### config.mk
export PLATFORM = sky130hd
export DESIGN_NAME = polygon_shape_classifier_flat
export DESIGN_NICKNAME = d
export VERILOG_FILES = /design/src/rtl/psc_pkg.sv /design/src/rtl/psc_vertex_if.sv /design/src/rtl/psc_class_if.sv /design/src/rtl/psc_cfg_if.sv /design/src/rtl/psc_datapath.sv /design/src/rtl/psc_controller.sv /design/src/rtl/polygon_shape_classifier.sv /design/src/flat_wrapper.sv
export SDC_FILE = /design/constraint.sdc
export NUM_CORES = 2
export LEC_CHECK = 0
export ABC_AREA = 1
export BUFFER_PORTS_ARGS = -buffer_cell sky130_fd_sc_hd__buf_2
export CAP_MARGIN = 20
export CORE_MARGIN = 2
export CORE_UTILIZATION = 46
export CTS_BUF_LIST = sky130_fd_sc_hd__clkbuf_4
export DETAILED_ROUTE_END_ITERATION = 8
export PLACE_DENSITY = 0.68
export RECOVER_POWER = 100
export SLEW_MARGIN = 20
export SYNTH_ARGS = -nofsm -noshare
export SYNTH_HDL_FRONTEND = slang
export SYNTH_HIERARCHICAL = 1
export SYNTH_SLANG_ARGS = --single-unit
### constraint.sdc
create_clock -name clk_i -period 35.9 [get_ports clk_i]
set_clock_uncertainty 0.2 [all_clocks]
set_input_delay 5.385 -clock clk_i [delete_from_list [all_inputs] [get_ports clk_i]]
set_output_delay 5.385 -clock clk_i [all_outputs]
set_load 0.02 [all_outputs]
### src/rtl/psc_pkg.sv
// Shared types and constants of the polygon shape classifier.
`timescale 1ns / 1ps

package psc_pkg;

  // Vertex count saturates at the top of a five bit counter.
  localparam int COUNT_W = 5;
  localparam logic [COUNT_W-1:0] COUNT_MAX = 5'd31;
  localparam logic [COUNT_W-1:0] CORNER_CNT = 5'd4;
  localparam logic [COUNT_W-1:0] N_TRI = 5'd3;
  localparam logic [COUNT_W-1:0] N_QUAD = 5'd4;
  localparam logic [COUNT_W-1:0] N_PENT = 5'd5;
  localparam logic [COUNT_W-1:0] N_HEX = 5'd6;

  // Configuration register map.
  localparam int CFG_IDX_W = 2;
  localparam int CFG_DATA_W = 48;
  localparam logic [CFG_IDX_W-1:0] CFG_SIDE_TOL = 2'd0;
  localparam logic [CFG_IDX_W-1:0] CFG_PROD_TOL = 2'd1;
  localparam int SIDE_TOL_W = 24;
  localparam int PROD_TOL_W = 48;
  localparam logic [SIDE_TOL_W-1:0] SIDE_TOL_RESET = 24'd2000;
  localparam logic [PROD_TOL_W-1:0] PROD_TOL_RESET = 48'd500000;

  // Shape class codes.
  localparam int CLASS_W = 4;
  localparam logic [CLASS_W-1:0] CLS_UNKNOWN = 4'd0;
  localparam logic [CLASS_W-1:0] CLS_CIRCLE = 4'd1;
  localparam logic [CLASS_W-1:0] CLS_ELLIPSE = 4'd2;
  localparam logic [CLASS_W-1:0] CLS_TRIANGLE = 4'd3;
  localparam logic [CLASS_W-1:0] CLS_SQUARE = 4'd4;
  localparam logic [CLASS_W-1:0] CLS_RHOMBUS = 4'd5;
  localparam logic [CLASS_W-1:0] CLS_RECTANGLE = 4'd6;
  localparam logic [CLASS_W-1:0] CLS_PARALLELOGRAM = 4'd7;
  localparam logic [CLASS_W-1:0] CLS_TRAPEZOID = 4'd8;
  localparam logic [CLASS_W-1:0] CLS_PENTAGON = 4'd9;
  localparam logic [CLASS_W-1:0] CLS_HEXAGON = 4'd10;
  localparam logic [CLASS_W-1:0] CLS_POLYGON = 4'd11;

  // Circle test ratio: 100 * max(w, h) < 105 * min(w, h).
  localparam int CIRC_NUM = 100;
  localparam int CIRC_DEN = 105;

  // Sequencer step counter.
  localparam int STEP_W = 4;
  localparam logic [STEP_W-1:0] MUL_STEPS = 4'd14;
  localparam logic [STEP_W-1:0] CMP_LAST = 4'd7;

  // Product pairs: each quantity is the sum or difference of two products.
  localparam int PAIR_W = 3;
  localparam logic [PAIR_W-1:0] PAIR_S1 = 3'd0;
  localparam logic [PAIR_W-1:0] PAIR_S2 = 3'd1;
  localparam logic [PAIR_W-1:0] PAIR_S3 = 3'd2;
  localparam logic [PAIR_W-1:0] PAIR_S4 = 3'd3;
  localparam logic [PAIR_W-1:0] PAIR_CR1 = 3'd4;
  localparam logic [PAIR_W-1:0] PAIR_CR2 = 3'd5;
  localparam logic [PAIR_W-1:0] PAIR_DOT = 3'd6;

  // Tolerance checks, one per compare step; also the flag bit positions.
  localparam int CMP_W = 3;
  localparam logic [CMP_W-1:0] CMP_EQ12 = 3'd0;
  localparam logic [CMP_W-1:0] CMP_EQ23 = 3'd1;
  localparam logic [CMP_W-1:0] CMP_EQ34 = 3'd2;
  localparam logic [CMP_W-1:0] CMP_EQ13 = 3'd3;
  localparam logic [CMP_W-1:0] CMP_EQ24 = 3'd4;
  localparam logic [CMP_W-1:0] CMP_PAR1 = 3'd5;
  localparam logic [CMP_W-1:0] CMP_PAR2 = 3'd6;
  localparam logic [CMP_W-1:0] CMP_RIGHT = 3'd7;

  // Commands from the controller to the datapath.
  typedef struct packed {
    logic              take;
    logic              diff_en;
    logic              mul_en;
    logic [STEP_W-1:0] mul_sel;
    logic              acc_en;
    logic [STEP_W-1:0] acc_sel;
    logic              cmp_en;
    logic [CMP_W-1:0]  cmp_sel;
    logic              box_en;
    logic              circ_en;
    logic              load_result;
  } psc_cmd_t;

  // Status from the datapath to the controller.
  typedef struct packed {
    logic n_quad;
    logic n_round;
    logic out_free;
  } psc_sts_t;

endpackage

### src/rtl/psc_vertex_if.sv
// Vertex input channel: valid, ready and one vertex.
`timescale 1ns / 1ps

interface psc_vertex_if #(
  parameter int COORD_WIDTH = 24
);
  logic                          valid;
  logic                          ready;
  logic signed [COORD_WIDTH-1:0] vertex_x;
  logic signed [COORD_WIDTH-1:0] vertex_y;
  logic                          is_final;

  modport source (output valid, output vertex_x, output vertex_y, output is_final,
                  input ready);
  modport sink (input valid, input vertex_x, input vertex_y, input is_final,
                output ready);
endinterface

### src/rtl/psc_class_if.sv
// Result channel: valid, ready and one shape class code.
`timescale 1ns / 1ps

interface psc_class_if;
  logic       valid;
  logic       ready;
  logic [3:0] shape_class;

  modport source (output valid, output shape_class, input ready);
  modport sink (input valid, input shape_class, output ready);
endinterface

### src/rtl/psc_cfg_if.sv
// Configuration write channel: valid, ready, register index and data.
`timescale 1ns / 1ps

interface psc_cfg_if;
  logic        valid;
  logic        ready;
  logic [1:0]  index;
  logic [47:0] data;

  modport source (output valid, output index, output data, input ready);
  modport sink (input valid, input index, input data, output ready);
endinterface

### src/rtl/psc_datapath.sv
// Datapath: vertex capture, bounding box, shared multiplier, tolerance checks, result.
`timescale 1ns / 1ps

module psc_datapath #(
  parameter int COORD_WIDTH        = 24,
  parameter int ROUND_VERTEX_LIMIT = 20
) (
  input  logic                                 clk_i,
  input  logic                                 rst_ni,
  input  psc_pkg::psc_cmd_t                    cmd_i,
  output psc_pkg::psc_sts_t                    sts_o,
  input  logic signed [COORD_WIDTH-1:0]        vertex_x_i,
  input  logic signed [COORD_WIDTH-1:0]        vertex_y_i,
  input  logic                                 is_final_i,
  input  logic                                 cfg_valid_i,
  input  logic [psc_pkg::CFG_IDX_W-1:0]        cfg_index_i,
  input  logic [psc_pkg::CFG_DATA_W-1:0]       cfg_data_i,
  input  logic                                 out_ready_i,
  output logic                                 out_valid_o,
  output logic [psc_pkg::CLASS_W-1:0]          shape_class_o
);
  import psc_pkg::*;

  localparam int DW   = COORD_WIDTH + 1;           // coordinate difference
  localparam int VW   = 2 * COORD_WIDTH + 2;       // products and their sums
  localparam int CMPW = (VW + 1 > PROD_TOL_W + 1) ? VW + 1 : PROD_TOL_W + 1;
  localparam int BW   = DW + 7;                    // box extent times 105

  // Configuration registers.
  logic [SIDE_TOL_W-1:0] side_tol_q;
  logic [PROD_TOL_W-1:0] prod_tol_q;

  // Vertex collection state.
  logic [COUNT_W-1:0]            count_q, count_d, count_inc, n_q;
  logic signed [COORD_WIDTH-1:0] cx_q [4];
  logic signed [COORD_WIDTH-1:0] cy_q [4];
  logic signed [COORD_WIDTH-1:0] min_x_q, max_x_q, min_y_q, max_y_q;

  // Quadrilateral evaluation state.
  logic signed [DW-1:0] dx_q [4];
  logic signed [DW-1:0] dy_q [4];
  logic signed [DW-1:0] mul_a, mul_b;
  logic signed [VW-1:0] prod_q, acc_q, acc_sum;
  logic signed [VW-1:0] side_q [4];
  logic signed [VW-1:0] cross_q [2];
  logic signed [VW-1:0] dot_q;
  logic [7:0]           flags_q;

  // Tolerance check operands.
  logic signed [CMPW-1:0] cmp_a, cmp_b, cmp_diff, cmp_tol;
  logic                   cmp_below;

  // Bounding box test.
  logic [DW-1:0] w_q, h_q, box_big, box_small;
  logic [BW-1:0] circ_lhs, circ_rhs;
  logic          circ_q;

  // Result.
  logic                 out_valid_q;
  logic [CLASS_W-1:0]   shape_q, class_d;
  logic                 p1, p2, rt, all_eq, opp_eq;

  // Configuration writes; unknown indexes are dropped.
  always_ff @(posedge clk_i or negedge rst_ni) begin
    if (!rst_ni) begin
      side_tol_q <= SIDE_TOL_RESET;
      prod_tol_q <= PROD_TOL_RESET;
    end else if (cfg_valid_i) begin
      if (cfg_index_i == CFG_SIDE_TOL) begin
        side_tol_q <= cfg_data_i[SIDE_TOL_W-1:0];
      end
      if (cfg_index_i == CFG_PROD_TOL) begin
        prod_tol_q <= cfg_data_i[PROD_TOL_W-1:0];
      end
    end
  end

  // Saturating vertex count; the final vertex latches n and restarts the count.
  always_comb begin
    count_inc = (count_q < COUNT_MAX) ? count_q + COUNT_W'(1) : count_q;
    count_d   = is_final_i ? '0 : count_inc;
  end

  always_ff @(posedge clk_i or negedge rst_ni) begin
    if (!rst_ni) begin
      count_q <= '0;
      n_q     <= '0;
    end else if (cmd_i.take) begin
      count_q <= count_d;
      if (is_final_i) begin
        n_q <= count_inc;
      end
    end
  end

  // First four corners and the running bounding box.
  always_ff @(posedge clk_i) begin
    if (cmd_i.take) begin
      if (count_q < CORNER_CNT) begin
        cx_q[count_q[1:0]] <= vertex_x_i;
        cy_q[count_q[1:0]] <= vertex_y_i;
      end
      if (count_q == '0) begin
        min_x_q <= vertex_x_i;
        max_x_q <= vertex_x_i;
        min_y_q <= vertex_y_i;
        max_y_q <= vertex_y_i;
      end else begin
        if (vertex_x_i < min_x_q) min_x_q <= vertex_x_i;
        if (vertex_x_i > max_x_q) max_x_q <= vertex_x_i;
        if (vertex_y_i < min_y_q) min_y_q <= vertex_y_i;
        if (vertex_y_i > max_y_q) max_y_q <= vertex_y_i;
      end
    end
  end

  // Side vectors: entry k runs from corner k to corner k+1 (wrapping).
  always_ff @(posedge clk_i) begin
    if (cmd_i.diff_en) begin
      for (int k = 0; k < 4; k++) begin
        dx_q[k] <= DW'(cx_q[(k + 1) % 4]) - DW'(cx_q[k]);
        dy_q[k] <= DW'(cy_q[(k + 1) % 4]) - DW'(cy_q[k]);
      end
    end
  end

  // Operand selection for the shared multiplier.
  always_comb begin
    mul_a = dx_q[0];
    mul_b = dx_q[0];
    unique case (cmd_i.mul_sel[STEP_W-1:1])
      PAIR_S1: begin
        mul_a = cmd_i.mul_sel[0] ? dy_q[0] : dx_q[0];
        mul_b = mul_a;
      end
      PAIR_S2: begin
        mul_a = cmd_i.mul_sel[0] ? dy_q[1] : dx_q[1];
        mul_b = mul_a;
      end
      PAIR_S3: begin
        mul_a = cmd_i.mul_sel[0] ? dy_q[2] : dx_q[2];
        mul_b = mul_a;
      end
      PAIR_S4: begin
        mul_a = cmd_i.mul_sel[0] ? dy_q[3] : dx_q[3];
        mul_b = mul_a;
      end
      PAIR_CR1: begin
        mul_a = cmd_i.mul_sel[0] ? dy_q[0] : dx_q[0];
        mul_b = cmd_i.mul_sel[0] ? dx_q[2] : dy_q[2];
      end
      PAIR_CR2: begin
        mul_a = cmd_i.mul_sel[0] ? dy_q[1] : dx_q[1];
        mul_b = cmd_i.mul_sel[0] ? dx_q[3] : dy_q[3];
      end
      PAIR_DOT: begin
        mul_a = cmd_i.mul_sel[0] ? dy_q[0] : dx_q[0];
        mul_b = cmd_i.mul_sel[0] ? dy_q[1] : dx_q[1];
      end
      default: begin
        mul_a = dx_q[0];
        mul_b = dx_q[0];
      end
    endcase
  end

  // Registered product.
  always_ff @(posedge clk_i) begin
    if (cmd_i.mul_en) begin
      prod_q <= mul_a * mul_b;
    end
  end

  // Cross products subtract the second product, all others add it.
  always_comb begin
    if (cmd_i.acc_sel[STEP_W-1:1] == PAIR_CR1 || cmd_i.acc_sel[STEP_W-1:1] == PAIR_CR2) begin
      acc_sum = acc_q - prod_q;
    end else begin
      acc_sum = acc_q + prod_q;
    end
  end

  // Pair accumulation into the named quantities.
  always_ff @(posedge clk_i) begin
    if (cmd_i.acc_en) begin
      if (!cmd_i.acc_sel[0]) begin
        acc_q <= prod_q;
      end else begin
        unique case (cmd_i.acc_sel[STEP_W-1:1])
          PAIR_S1:  side_q[0]  <= acc_sum;
          PAIR_S2:  side_q[1]  <= acc_sum;
          PAIR_S3:  side_q[2]  <= acc_sum;
          PAIR_S4:  side_q[3]  <= acc_sum;
          PAIR_CR1: cross_q[0] <= acc_sum;
          PAIR_CR2: cross_q[1] <= acc_sum;
          PAIR_DOT: dot_q      <= acc_sum;
          default:  acc_q      <= acc_q;
        endcase
      end
    end
  end

  // Shared tolerance check: |a - b| < tol.
  always_comb begin
    cmp_a   = CMPW'(side_q[0]);
    cmp_b   = '0;
    cmp_tol = CMPW'(side_tol_q);
    unique case (cmd_i.cmp_sel)
      CMP_EQ12: begin
        cmp_a = CMPW'(side_q[0]);
        cmp_b = CMPW'(side_q[1]);
      end
      CMP_EQ23: begin
        cmp_a = CMPW'(side_q[1]);
        cmp_b = CMPW'(side_q[2]);
      end
      CMP_EQ34: begin
        cmp_a = CMPW'(side_q[2]);
        cmp_b = CMPW'(side_q[3]);
      end
      CMP_EQ13: begin
        cmp_a = CMPW'(side_q[0]);
        cmp_b = CMPW'(side_q[2]);
      end
      CMP_EQ24: begin
        cmp_a = CMPW'(side_q[1]);
        cmp_b = CMPW'(side_q[3]);
      end
      CMP_PAR1: begin
        cmp_a   = CMPW'(cross_q[0]);
        cmp_tol = CMPW'(prod_tol_q);
      end
      CMP_PAR2: begin
        cmp_a   = CMPW'(cross_q[1]);
        cmp_tol = CMPW'(prod_tol_q);
      end
      CMP_RIGHT: begin
        cmp_a   = CMPW'(dot_q);
        cmp_tol = CMPW'(prod_tol_q);
      end
      default: begin
        cmp_a = CMPW'(side_q[0]);
      end
    endcase
    cmp_diff  = cmp_a - cmp_b;
    cmp_below = (cmp_diff < cmp_tol) && (cmp_diff > -cmp_tol);
  end

  always_ff @(posedge clk_i) begin
    if (cmd_i.cmp_en) begin
      flags_q[cmd_i.cmp_sel] <= cmp_below;
    end
  end

  // Bounding box extents, then the near-round test.
  always_ff @(posedge clk_i) begin
    if (cmd_i.box_en) begin
      w_q <= DW'(max_x_q) - DW'(min_x_q);
      h_q <= DW'(max_y_q) - DW'(min_y_q);
    end
  end

  always_comb begin
    box_big   = (w_q > h_q) ? w_q : h_q;
    box_small = (w_q > h_q) ? h_q : w_q;
    circ_lhs  = BW'(box_big) * BW'(CIRC_NUM);
    circ_rhs  = BW'(box_small) * BW'(CIRC_DEN);
  end

  always_ff @(posedge clk_i) begin
    if (cmd_i.circ_en) begin
      circ_q <= circ_lhs < circ_rhs;
    end
  end

  // Class decision from the vertex count and the evaluated flags.
  always_comb begin
    p1     = flags_q[CMP_PAR1];
    p2     = flags_q[CMP_PAR2];
    rt     = flags_q[CMP_RIGHT];
    all_eq = flags_q[CMP_EQ12] && flags_q[CMP_EQ23] && flags_q[CMP_EQ34];
    opp_eq = flags_q[CMP_EQ13] && flags_q[CMP_EQ24];
    priority if (n_q < N_TRI) begin
      class_d = CLS_UNKNOWN;
    end else if (n_q > COUNT_W'(ROUND_VERTEX_LIMIT)) begin
      class_d = circ_q ? CLS_CIRCLE : CLS_ELLIPSE;
    end else if (n_q == N_TRI) begin
      class_d = CLS_TRIANGLE;
    end else if (n_q == N_QUAD) begin
      priority if (p1 && p2 && all_eq) begin
        class_d = rt ? CLS_SQUARE : CLS_RHOMBUS;
      end else if (p1 && p2 && opp_eq) begin
        class_d = rt ? CLS_RECTANGLE : CLS_PARALLELOGRAM;
      end else if (p1 || p2) begin
        class_d = CLS_TRAPEZOID;
      end else begin
        class_d = CLS_POLYGON;
      end
    end else if (n_q == N_PENT) begin
      class_d = CLS_PENTAGON;
    end else if (n_q == N_HEX) begin
      class_d = CLS_HEXAGON;
    end else begin
      class_d = CLS_POLYGON;
    end
  end

  // Output register; it holds the class until the receiver takes it.
  always_ff @(posedge clk_i or negedge rst_ni) begin
    if (!rst_ni) begin
      out_valid_q <= 1'b0;
    end else if (cmd_i.load_result) begin
      out_valid_q <= 1'b1;
    end else if (out_ready_i) begin
      out_valid_q <= 1'b0;
    end
  end

  always_ff @(posedge clk_i) begin
    if (cmd_i.load_result) begin
      shape_q <= class_d;
    end
  end

  assign out_valid_o    = out_valid_q;
  assign shape_class_o  = shape_q;
  assign sts_o.n_quad   = (n_q == N_QUAD);
  assign sts_o.n_round  = (n_q > COUNT_W'(ROUND_VERTEX_LIMIT));
  assign sts_o.out_free = !out_valid_q || out_ready_i;

endmodule

### src/rtl/psc_controller.sv
// Controller: sequences vertex collection, quadrilateral evaluation and result hand-off.
`timescale 1ns / 1ps

module psc_controller (
  input  logic              clk_i,
  input  logic              rst_ni,
  input  logic              in_valid_i,
  input  logic              in_final_i,
  output logic              in_ready_o,
  input  psc_pkg::psc_sts_t sts_i,
  output psc_pkg::psc_cmd_t cmd_o
);
  import psc_pkg::*;

  localparam logic [2:0] ST_COLLECT = 3'd0;
  localparam logic [2:0] ST_DECIDE  = 3'd1;
  localparam logic [2:0] ST_DIFF    = 3'd2;
  localparam logic [2:0] ST_MUL     = 3'd3;
  localparam logic [2:0] ST_CMP     = 3'd4;
  localparam logic [2:0] ST_BOX     = 3'd5;
  localparam logic [2:0] ST_CIRC    = 3'd6;
  localparam logic [2:0] ST_RESULT  = 3'd7;

  logic [2:0]        state_q, state_d;
  logic [STEP_W-1:0] step_q, step_d;

  // Next state, step counter and commands.
  always_comb begin
    state_d    = state_q;
    step_d     = step_q;
    in_ready_o = 1'b0;
    cmd_o      = '0;
    cmd_o.mul_sel = step_q;
    cmd_o.acc_sel = step_q - STEP_W'(1);
    cmd_o.cmp_sel = step_q[CMP_W-1:0];
    unique case (state_q)
      ST_COLLECT: begin
        in_ready_o = 1'b1;
        cmd_o.take = in_valid_i;
        if (in_valid_i && in_final_i) begin
          state_d = ST_DECIDE;
        end
      end
      ST_DECIDE: begin
        step_d = '0;
        priority if (sts_i.n_quad) begin
          state_d = ST_DIFF;
        end else if (sts_i.n_round) begin
          state_d = ST_BOX;
        end else begin
          state_d = ST_RESULT;
        end
      end
      ST_DIFF: begin
        cmd_o.diff_en = 1'b1;
        state_d       = ST_MUL;
      end
      ST_MUL: begin
        // Multiply at step k while accumulating the product of step k-1.
        cmd_o.mul_en = (step_q < MUL_STEPS);
        cmd_o.acc_en = (step_q != '0);
        if (step_q == MUL_STEPS) begin
          step_d  = '0;
          state_d = ST_CMP;
        end else begin
          step_d = step_q + STEP_W'(1);
        end
      end
      ST_CMP: begin
        cmd_o.cmp_en = 1'b1;
        if (step_q == CMP_LAST) begin
          step_d  = '0;
          state_d = ST_RESULT;
        end else begin
          step_d = step_q + STEP_W'(1);
        end
      end
      ST_BOX: begin
        cmd_o.box_en = 1'b1;
        state_d      = ST_CIRC;
      end
      ST_CIRC: begin
        cmd_o.circ_en = 1'b1;
        state_d       = ST_RESULT;
      end
      ST_RESULT: begin
        if (sts_i.out_free) begin
          cmd_o.load_result = 1'b1;
          state_d           = ST_COLLECT;
        end
      end
      default: begin
        state_d = ST_COLLECT;
      end
    endcase
  end

  always_ff @(posedge clk_i or negedge rst_ni) begin
    if (!rst_ni) begin
      state_q <= ST_COLLECT;
      step_q  <= '0;
    end else begin
      state_q <= state_d;
      step_q  <= step_d;
    end
  end

endmodule

### src/rtl/polygon_shape_classifier.sv
// Top level of the polygon shape classifier.
//
// Usage: vertices of one closed polygon arrive on vertex_i, one transaction per
// vertex, the last one with is_final set. Non-final vertices are taken one per
// cycle. After a final vertex the block stops taking vertices and classifies:
// a count above the round limit from its bounding box extents and the circle
// test, a quadrilateral from its side vectors, where a single shared
// multiplier forms the 14 products of side lengths, cross and dot products
// and one shared unit then runs 8 tolerance checks, and any other count from
// the count alone; the class waits for free output. The next polygon's first
// vertex is taken in the cycle after the class is loaded. The class sits in an
// output register, so a stalled receiver holds only a following final vertex;
// non-final vertices keep streaming in. Configuration writes on cfg_i are
// always ready and take effect at once; write them only while idle.
// Reset clears the vertex count, the sequencer and the output valid, and loads
// the tolerance registers with their defaults.
`timescale 1ns / 1ps

module polygon_shape_classifier #(
  parameter int COORD_WIDTH        = 24,
  parameter int ROUND_VERTEX_LIMIT = 20
) (
  input  logic       clk_i,
  input  logic       rst_ni,
  psc_vertex_if.sink vertex_i,
  psc_class_if.source class_o,
  psc_cfg_if.sink    cfg_i
);
  import psc_pkg::*;

  psc_cmd_t cmd;
  psc_sts_t sts;

  // Configuration writes never stall.
  assign cfg_i.ready = 1'b1;

  psc_controller u_controller (
    .clk_i      (clk_i),
    .rst_ni     (rst_ni),
    .in_valid_i (vertex_i.valid),
    .in_final_i (vertex_i.is_final),
    .in_ready_o (vertex_i.ready),
    .sts_i      (sts),
    .cmd_o      (cmd)
  );

  psc_datapath #(
    .COORD_WIDTH        (COORD_WIDTH),
    .ROUND_VERTEX_LIMIT (ROUND_VERTEX_LIMIT)
  ) u_datapath (
    .clk_i         (clk_i),
    .rst_ni        (rst_ni),
    .cmd_i         (cmd),
    .sts_o         (sts),
    .vertex_x_i    (vertex_i.vertex_x),
    .vertex_y_i    (vertex_i.vertex_y),
    .is_final_i    (vertex_i.is_final),
    .cfg_valid_i   (cfg_i.valid),
    .cfg_index_i   (cfg_i.index),
    .cfg_data_i    (cfg_i.data),
    .out_ready_i   (class_o.ready),
    .out_valid_o   (class_o.valid),
    .shape_class_o (class_o.shape_class)
  );

endmodule

### src/flat_wrapper.sv
// flat-port wrapper written by rule: the top's interface ports become plain ports
module polygon_shape_classifier_flat import psc_pkg::*;
#(
  parameter int COORD_WIDTH        = 24,
  parameter int ROUND_VERTEX_LIMIT = 20
)
  (clk_i, rst_ni, vertex_i_valid, vertex_i_vertex_x, vertex_i_vertex_y, vertex_i_is_final, vertex_i_ready, class_o_valid, class_o_shape_class, class_o_ready, cfg_i_valid, cfg_i_index, cfg_i_data, cfg_i_ready);
  psc_vertex_if #(.COORD_WIDTH(COORD_WIDTH)) vertex_i_i ();
  psc_class_if class_o_i ();
  psc_cfg_if cfg_i_i ();
  input  logic clk_i;
  input  logic rst_ni;
  input wire logic [$bits(vertex_i_i.valid)-1:0] vertex_i_valid;
  input wire logic [$bits(vertex_i_i.vertex_x)-1:0] vertex_i_vertex_x;
  input wire logic [$bits(vertex_i_i.vertex_y)-1:0] vertex_i_vertex_y;
  input wire logic [$bits(vertex_i_i.is_final)-1:0] vertex_i_is_final;
  output wire logic [$bits(vertex_i_i.ready)-1:0] vertex_i_ready;
  output wire logic [$bits(class_o_i.valid)-1:0] class_o_valid;
  output wire logic [$bits(class_o_i.shape_class)-1:0] class_o_shape_class;
  input wire logic [$bits(class_o_i.ready)-1:0] class_o_ready;
  input wire logic [$bits(cfg_i_i.valid)-1:0] cfg_i_valid;
  input wire logic [$bits(cfg_i_i.index)-1:0] cfg_i_index;
  input wire logic [$bits(cfg_i_i.data)-1:0] cfg_i_data;
  output wire logic [$bits(cfg_i_i.ready)-1:0] cfg_i_ready;
  assign vertex_i_i.valid = vertex_i_valid;
  assign vertex_i_i.vertex_x = vertex_i_vertex_x;
  assign vertex_i_i.vertex_y = vertex_i_vertex_y;
  assign vertex_i_i.is_final = vertex_i_is_final;
  assign vertex_i_ready = vertex_i_i.ready;
  assign class_o_valid = class_o_i.valid;
  assign class_o_shape_class = class_o_i.shape_class;
  assign class_o_i.ready = class_o_ready;
  assign cfg_i_i.valid = cfg_i_valid;
  assign cfg_i_i.index = cfg_i_index;
  assign cfg_i_i.data = cfg_i_data;
  assign cfg_i_ready = cfg_i_i.ready;
  polygon_shape_classifier #(.COORD_WIDTH(COORD_WIDTH), .ROUND_VERTEX_LIMIT(ROUND_VERTEX_LIMIT)) u_core (.clk_i(clk_i), .rst_ni(rst_ni), .vertex_i(vertex_i_i), .class_o(class_o_i), .cfg_i(cfg_i_i));
endmodule
# Yosys cells after proc, flatten, opt, wreduce, memory -nomap -nowiden
# Memories as Yosys holds them, arrays and structs flattened.
# Index checks and enable logic that the tools add are counted.
dict set report op_classes {
  n_lt_le_gt_ge 15
  n_eq_ne 37
  n_addsub 17
  n_reduce_logical 48
  mux 101
  n_bitwise 1
  multipliers 3
}
# operator count
set op_table {}
lappend op_table {{51-bit case mux with 6 select lines} 1}
lappend op_table {{50-bit two-way mux} 5}
lappend op_table {{24-bit by 24-bit subtractor with 25-bit output} 10}
lappend op_table {{25-bit two-way mux} 8}
lappend op_table {{50-bit OR reduction} 4}
lappend op_table {{24-bit two-way mux} 8}
lappend op_table {{51-bit case mux with 3 select lines} 1}
lappend op_table {{25-bit case mux with 6 select lines} 1}
lappend op_table {{25-bit case mux with 4 select lines} 1}
lappend op_table {{51-bit greater-than comparator} 1}
lappend op_table {{51-bit less-than comparator} 1}
lappend op_table {{51-bit negator} 1}
lappend op_table {{51-bit subtractor} 1}
lappend op_table {{50-bit adder} 1}
lappend op_table {{25-bit by 25-bit multiplier with 50-bit output} 1}
lappend op_table {{1-bit two-way mux} 50}
lappend op_table {{50-bit subtractor} 1}
lappend op_table {{24-bit greater-than comparator} 2}
lappend op_table {{24-bit less-than comparator} 2}
lappend op_table {{48-bit two-way mux} 1}
lappend op_table {{3-bit equality test, second input constant} 14}
lappend op_table {{32-bit less-than comparator} 1}
lappend op_table {{25-bit by 7-bit multiplier with 32-bit output, second input constant} 1}
lappend op_table {{25-bit by 5-bit multiplier with 30-bit output, second input constant} 1}
lappend op_table {{43 further kinds} 104}
dict set report totals {
  elab_cells 247
  out_inout_bits 7
  memories 6
  regBits 399
  ram_bits 692
}
# memory words word_bits rd rd_clocked_by_memory_dff write_ports line
set memory_table {}
lappend memory_table {u_core.u_datapath.side_q 4 50 4 0 1 psc_datapath.sv:44} ;# logic signed [VW-1:0] side_q [4];
lappend memory_table {u_core.u_datapath.cross_q 2 50 2 0 1 psc_datapath.sv:45} ;# logic signed [VW-1:0] cross_q [2];
lappend memory_table {u_core.u_datapath.dx_q 4 25 4 0 4 psc_datapath.sv:40} ;# logic signed [DW-1:0] dx_q [4];
lappend memory_table {u_core.u_datapath.dy_q 4 25 4 0 4 psc_datapath.sv:41} ;# logic signed [DW-1:0] dy_q [4];
lappend memory_table {u_core.u_datapath.cx_q 4 24 4 0 1 psc_datapath.sv:35} ;# logic signed [COORD_WIDTH-1:0] cx_q [4];
lappend memory_table {u_core.u_datapath.cy_q 4 24 4 0 1 psc_datapath.sv:36} ;# logic signed [COORD_WIDTH-1:0] cy_q [4];

# Depth between registers and ports, before layout
dict set report logic_depth {
  word_depth 10
  depth_mapped 43
}

# Cells and area by module
# Netlist, hierarchy kept.
# module cells_each n_inst area_per_inst_um2 seq_area_each_um2
set modules_own_cells {}
lappend modules_own_cells {psc_datapath 10438 1 94943.6 32152.1}
lappend modules_own_cells {psc_controller 94 1 621.8 175.2}
lappend modules_own_cells {polygon_shape_classifier 2 1 11.3 0.0}

# Worst setup path before layout
# No wires, ideal clock.
dict set report synth_path {
  path_type {flip-flop to flip-flop}
  start {reg u_core.u_controller.state_q[2]}
  end {mem u_core/u_datapath/dx_q[0][0] (netlist name), enable pin}
  synth_period_minus_slack_ns 15.245
  path_slack_ns 20.655
  arrival_ns 14.040
  path_buffers 0
  setup_ns 1.005
  t_required_ns 34.695
  stages_incl_launch_ff 2
  cell_sequence {dfrtp_1 > nor3_1}
}
# item line
set synth_lines {}
lappend synth_lines {{start: declaration} psc_controller.sv:24} ;# logic [2:0] state_q, state_d;
lappend synth_lines {{start signal: assignment} psc_controller.sv:103} ;# state_q <= state_d;
lappend synth_lines {{end: declaration} psc_datapath.sv:40}

# Worst setup path after layout
dict set report layout_path {
  start {reg u_core.u_controller.step_q[0]}
  end {reg u_core.u_datapath.prod_q[45], data pin}
}
dict set report layout_via {
  elab_chain_len 3
  elab_cells_between_ends 9
  classes_between {mul (1); mux (8)}
}
# item line
set layout_lines {}
lappend layout_lines {{start: declaration} psc_controller.sv:25} ;# logic [STEP_W-1:0] step_q, step_d;
lappend layout_lines {{start signal: assignment} psc_controller.sv:104} ;# step_q <= step_d;
lappend layout_lines {{25-bit two-way mux (tied with other cells)} {psc_datapath.sv:137, psc_datapath.sv:153, psc_datapath.sv:158}}
lappend layout_lines {{25-bit case mux with 6 select lines or 25-bit case mux with 4 select lines (tied branches)} psc_datapath.sv:131} ;# unique case (cmd_i.mul_sel[STEP_W-1:1])
lappend layout_lines {{25-bit by 25-bit multiplier with 50-bit output *} psc_datapath.sv:170} ;# prod_q <= mul_a * mul_b;
lappend layout_lines {{end signal: assignment} psc_datapath.sv:170}
lappend layout_lines {{end: declaration} psc_datapath.sv:43} ;# logic signed [VW-1:0] prod_q, acc_q, acc_sum;
# Mark *: on every way between the ends. The rest lies on a longest branch, timed or not.
# A chain may end at the register's enable or synchronous reset.

==> impl_metrics.csv <==
group,metric,value,unit
floorplanning,dieArea,0.211,mm2
global_route,grt_overflow,0,
floorplanning,die_h,460,um
yosys,syn_inst,10500,
cts,cts_inserted_buffers,301,
detailed_routing,dr.pass1.iters,8,
critical_path,cp_slowest_cell,"clkbuf_1",
critical_path,critPathLaunchType,"flip-flop",
yosys,ys_seq_area_frac,0.338,
yosys,synth-edff-count,1001,
floorplanning,io-pin-count,111,
global_route,antenna_found_initial,25,
global_route,grt_max_degree,92,
yosys,syn_area,0.0956,mm2
sta,finalHoldViolations,0,
finish,layout.nets,12600,
floorplanning,initial_core_util,0.462,
cts,cts_tree,"yes",
yosys,yosysWarnings,6,
yosys,async_flop_share,0.0825,
sta,setup_viol,0,
outcome,violations,"capacitance limit, slew limit",
cts,clk_latency,1.29,ns
sta,layout_min_cycle_time,13.95,ns
floorplanning,die_x,460,um
sta,grt_setup_unrepaired,"no",
critical_path,cp_common_cell,"inv_1",
critical_path,crit_required,36.73,ns
sta,worst_pin_slew,4.01,ns
yosys,synth_area_per_cell,9.07,um2
cts,cts_max_path_buffers,4,
cts,cts_sinks,1091,
yosys,synth_cell_types,76,
yosys,synth_top_flop_cell,"edfxtp_1",
critical_path,cp-end-kind,"flip-flop",
placed_design,port_buffers,109,
placed_design,gp_congestion,1.04,
detailed_routing,detail_route.wirelength,303000,um
cts,cts_setup_buffers,0,
job,cap_violations,30,
sta,setup-tns-final,0,ns
cts,cts_resized,0,
cts,clk_pin_slew,0.07,ns
critical_path,cp_max_fo,79,
yosys,synth-seq-cells,1091,
sta,period_share,0.389,
global_route,grt_pass1_wl,458000,um
floorplanning,core.rowCount,167,
detailed_routing,ant_nets,0,
critical_path,crit_type,"flip-flop to flip-flop",
cts,htreeDepth,5,
cts,clock-root-buffer,"clkbuf_4",
global_route,gr-usage-all-layers,0.285,
critical_path,cp.arrival,14.79,ns
yosys,synthesis.nets,12300,
global_route,grt_pass1_vias,77800,
finish,drive_above_1_share,0.0645,
finish,syn_to_final_growth,7.56,%
floorplanning,coreArea,0.207,mm2
sta,drv_slew,1433,
sta,slew_headroom,-1.67,
finish,post-route-util,0.497,
outcome,outcome,"finished, violations left",
placed_design,place_hpwl,239000,um
detailed_routing,drt-initial-drc-count,7025,
detailed_routing,route.detailed.drc,0,
cts,cts_hold_buf,0,
critical_path,slowest_delay,2.56,ns
detailed_routing,wl_per_cell,22.1,um
sta,fmax,71.7,MHz
worst_hold_path,hold_class,"flip-flop to flip-flop",
detailed_routing,detailroute.via_count,76800,
detailed_routing,via_per_inst,5.60,
-- placed cells by master, fill, tap and decap left out, drive strengths merged, types with 15 or more instances in the layout --
cell and instances:
clkbuf 497, nand3 255, o21ai 477, xor2 349, a221oi 53, nor2 943, a21o 49, fa 730
or2 28, a22oi 45, diode 15, a31oi 66, a22o 53, nor4 48, edfxtp 1001, mux2 24
nand2 1731, buf 116, o211ai 31, clkinv 79, o21bai 36, o21a 38, nand4 91, ha 906
nor3 104, inv 1950, dfrtp 77, a21boi 32, a211oi 49, nand3b 15, a21oi 800, o2111ai 26
xnor2 180
-- cell type report --
cell class,instances,area (um2)
fillers,19400,104000
repair buffers,203,1060
multi-input cells,7260,55100
clock inverters,77,447
clock buffers,410,3080
well taps,2704,3380
inverters,1959,7350
diodes,15,37.5
flip-flops and latches,1091,32300
-- state kept, by name (all words and copies together) (netlist names), 5 cells and up --
| name | flops |
|---|---|
| u_core/u_datapath/count_q | 5 |
| u_core/u_datapath/prod_tol_q | 48 |
| u_core/u_datapath/n_q | 5 |
| u_core/u_datapath/side_tol_q | 24 |
| u_core/u_datapath/side_q | 200 |
| u_core/u_datapath/cross_q | 100 |
| u_core/u_datapath/dy_q | 100 |
| u_core/u_datapath/min_x_q | 24 |
| u_core/u_datapath/flags_q | 8 |
| u_core/u_datapath/prod_q | 50 |
| u_core/u_datapath/h_q | 25 |
| u_core/u_datapath/min_y_q | 24 |
| u_core/u_datapath/dx_q | 100 |
| u_core/u_datapath/w_q | 25 |
| u_core/u_datapath/cy_q | 96 |
| u_core/u_datapath/dot_q | 50 |
| u_core/u_datapath/cx_q | 96 |
| u_core/u_datapath/max_x_q | 24 |
| u_core/u_datapath/max_y_q | 24 |
| u_core/u_datapath/acc_q | 50 |
-- routing by layer --
layer	vias up	track usage	routed length, um
met1	37000	0.357	119000
li1	35500	-	-
met2	3551	0.463	140000
met5	-	0	87
met3	761	0.0614	26900
met4	16	0.144	16600
-- synth_stat cells (all sizes together) (9+ instances only) --
cell     number  share of area
nor3        104         0.0058
dfstp        13         0.0036
inv        1945          0.076
o221ai       13         0.0012
xor2        349          0.032
buf          50         0.0026
a21o         49         0.0038
o21a         38         0.0030
nand3       255          0.013
a31o         12         0.0011
or2          28         0.0018
a211oi       49         0.0038
a31oi        66         0.0044
clkinv       14        0.00055
nand2      1731          0.069
o21bai       36         0.0028
nor2        943          0.038
and3          9        0.00059
o21ai       477          0.025
a21boi       32         0.0025
nand4        91         0.0062
a22oi        45         0.0035
o22ai        10        0.00065
clkbuf      174         0.0068
a22o         53         0.0049
fa          730           0.15
a221oi       53         0.0049
nor4         48         0.0031
o2111ai      26         0.0024
a21oi       800          0.042
ha          906           0.12
mux2         24         0.0028
o211ai       31         0.0024
edfxtp     1001           0.31
nand3b       15         0.0012
xnor2       180          0.016
o31ai        14         0.0011
dfrtp        77          0.020
-- critical path: cells and delay by family (launching register included) --
family | cells | cell delay, ns
flops | 1 | 0.65
xor+xnor | 1 | 0.06
compound gates | 2 | 0.25
simple gates | 10 | 2.13
fa+ha+maj | 8 | 4.41
buf+inv | 12 | 5.95
-- per-stage QoR --
step	cell area (um2)	setup WS (ns)	cells	hold WS, ns
6_report	103000	21.95	13700	0.255
5_1_grt	103000	21.15	13700	0.273
4_1_cts	103000	25.23	13700	0.237
3_5_place_dp	99500	25.16	13200	0.245
3_3_place_gp	99500	25.23	13200	0.235
2_1_floorplan	95600	20.66	10500	0.226
-- worst paths after layout --
path	start	endpoint	slack (ns)	depth (start not counted)
min in group asynchronous	rst_ni	u_core/u_datapath/count_q[1]$_DFFE_PN0P_	4.32	1
max reg2reg	u_core/u_controller/step_q[0]$_DFFE_PN0P_	u_core/u_datapath/prod_q[45]$_DFFE_PP_	21.95	33
max	u_core/u_controller/step_q[0]$_DFFE_PN0P_	u_core/u_datapath/prod_q[45]$_DFFE_PP_	21.95	33
max in group asynchronous	rst_ni	u_core/u_datapath/prod_tol_q[7]$_DFFE_PN0P_	26.83	2
min	u_core/u_datapath/prod_q[2]$_DFFE_PP_	u_core/u_datapath/acc_q[2]$_DFFE_PP_	0.25	0
min reg2reg	u_core/u_datapath/prod_q[2]$_DFFE_PP_	u_core/u_datapath/acc_q[2]$_DFFE_PP_	0.25	0
-- logic make-up after synthesis --
family,synth area share
XOR/XNOR,0.0485
other,0.0000392
AO/OA/AOI/OAI,0.112
multiplexers,0.00338
adder cells (fa/ha/maj),0.272
flip-flops,0.338
buffers and inverters,0.0864
AND/OR/NAND/NOR,0.139
Power is left out: the tool's default activity adds up to more than one toggle a clock period on the data nets, which glitch-free logic cannot reach.
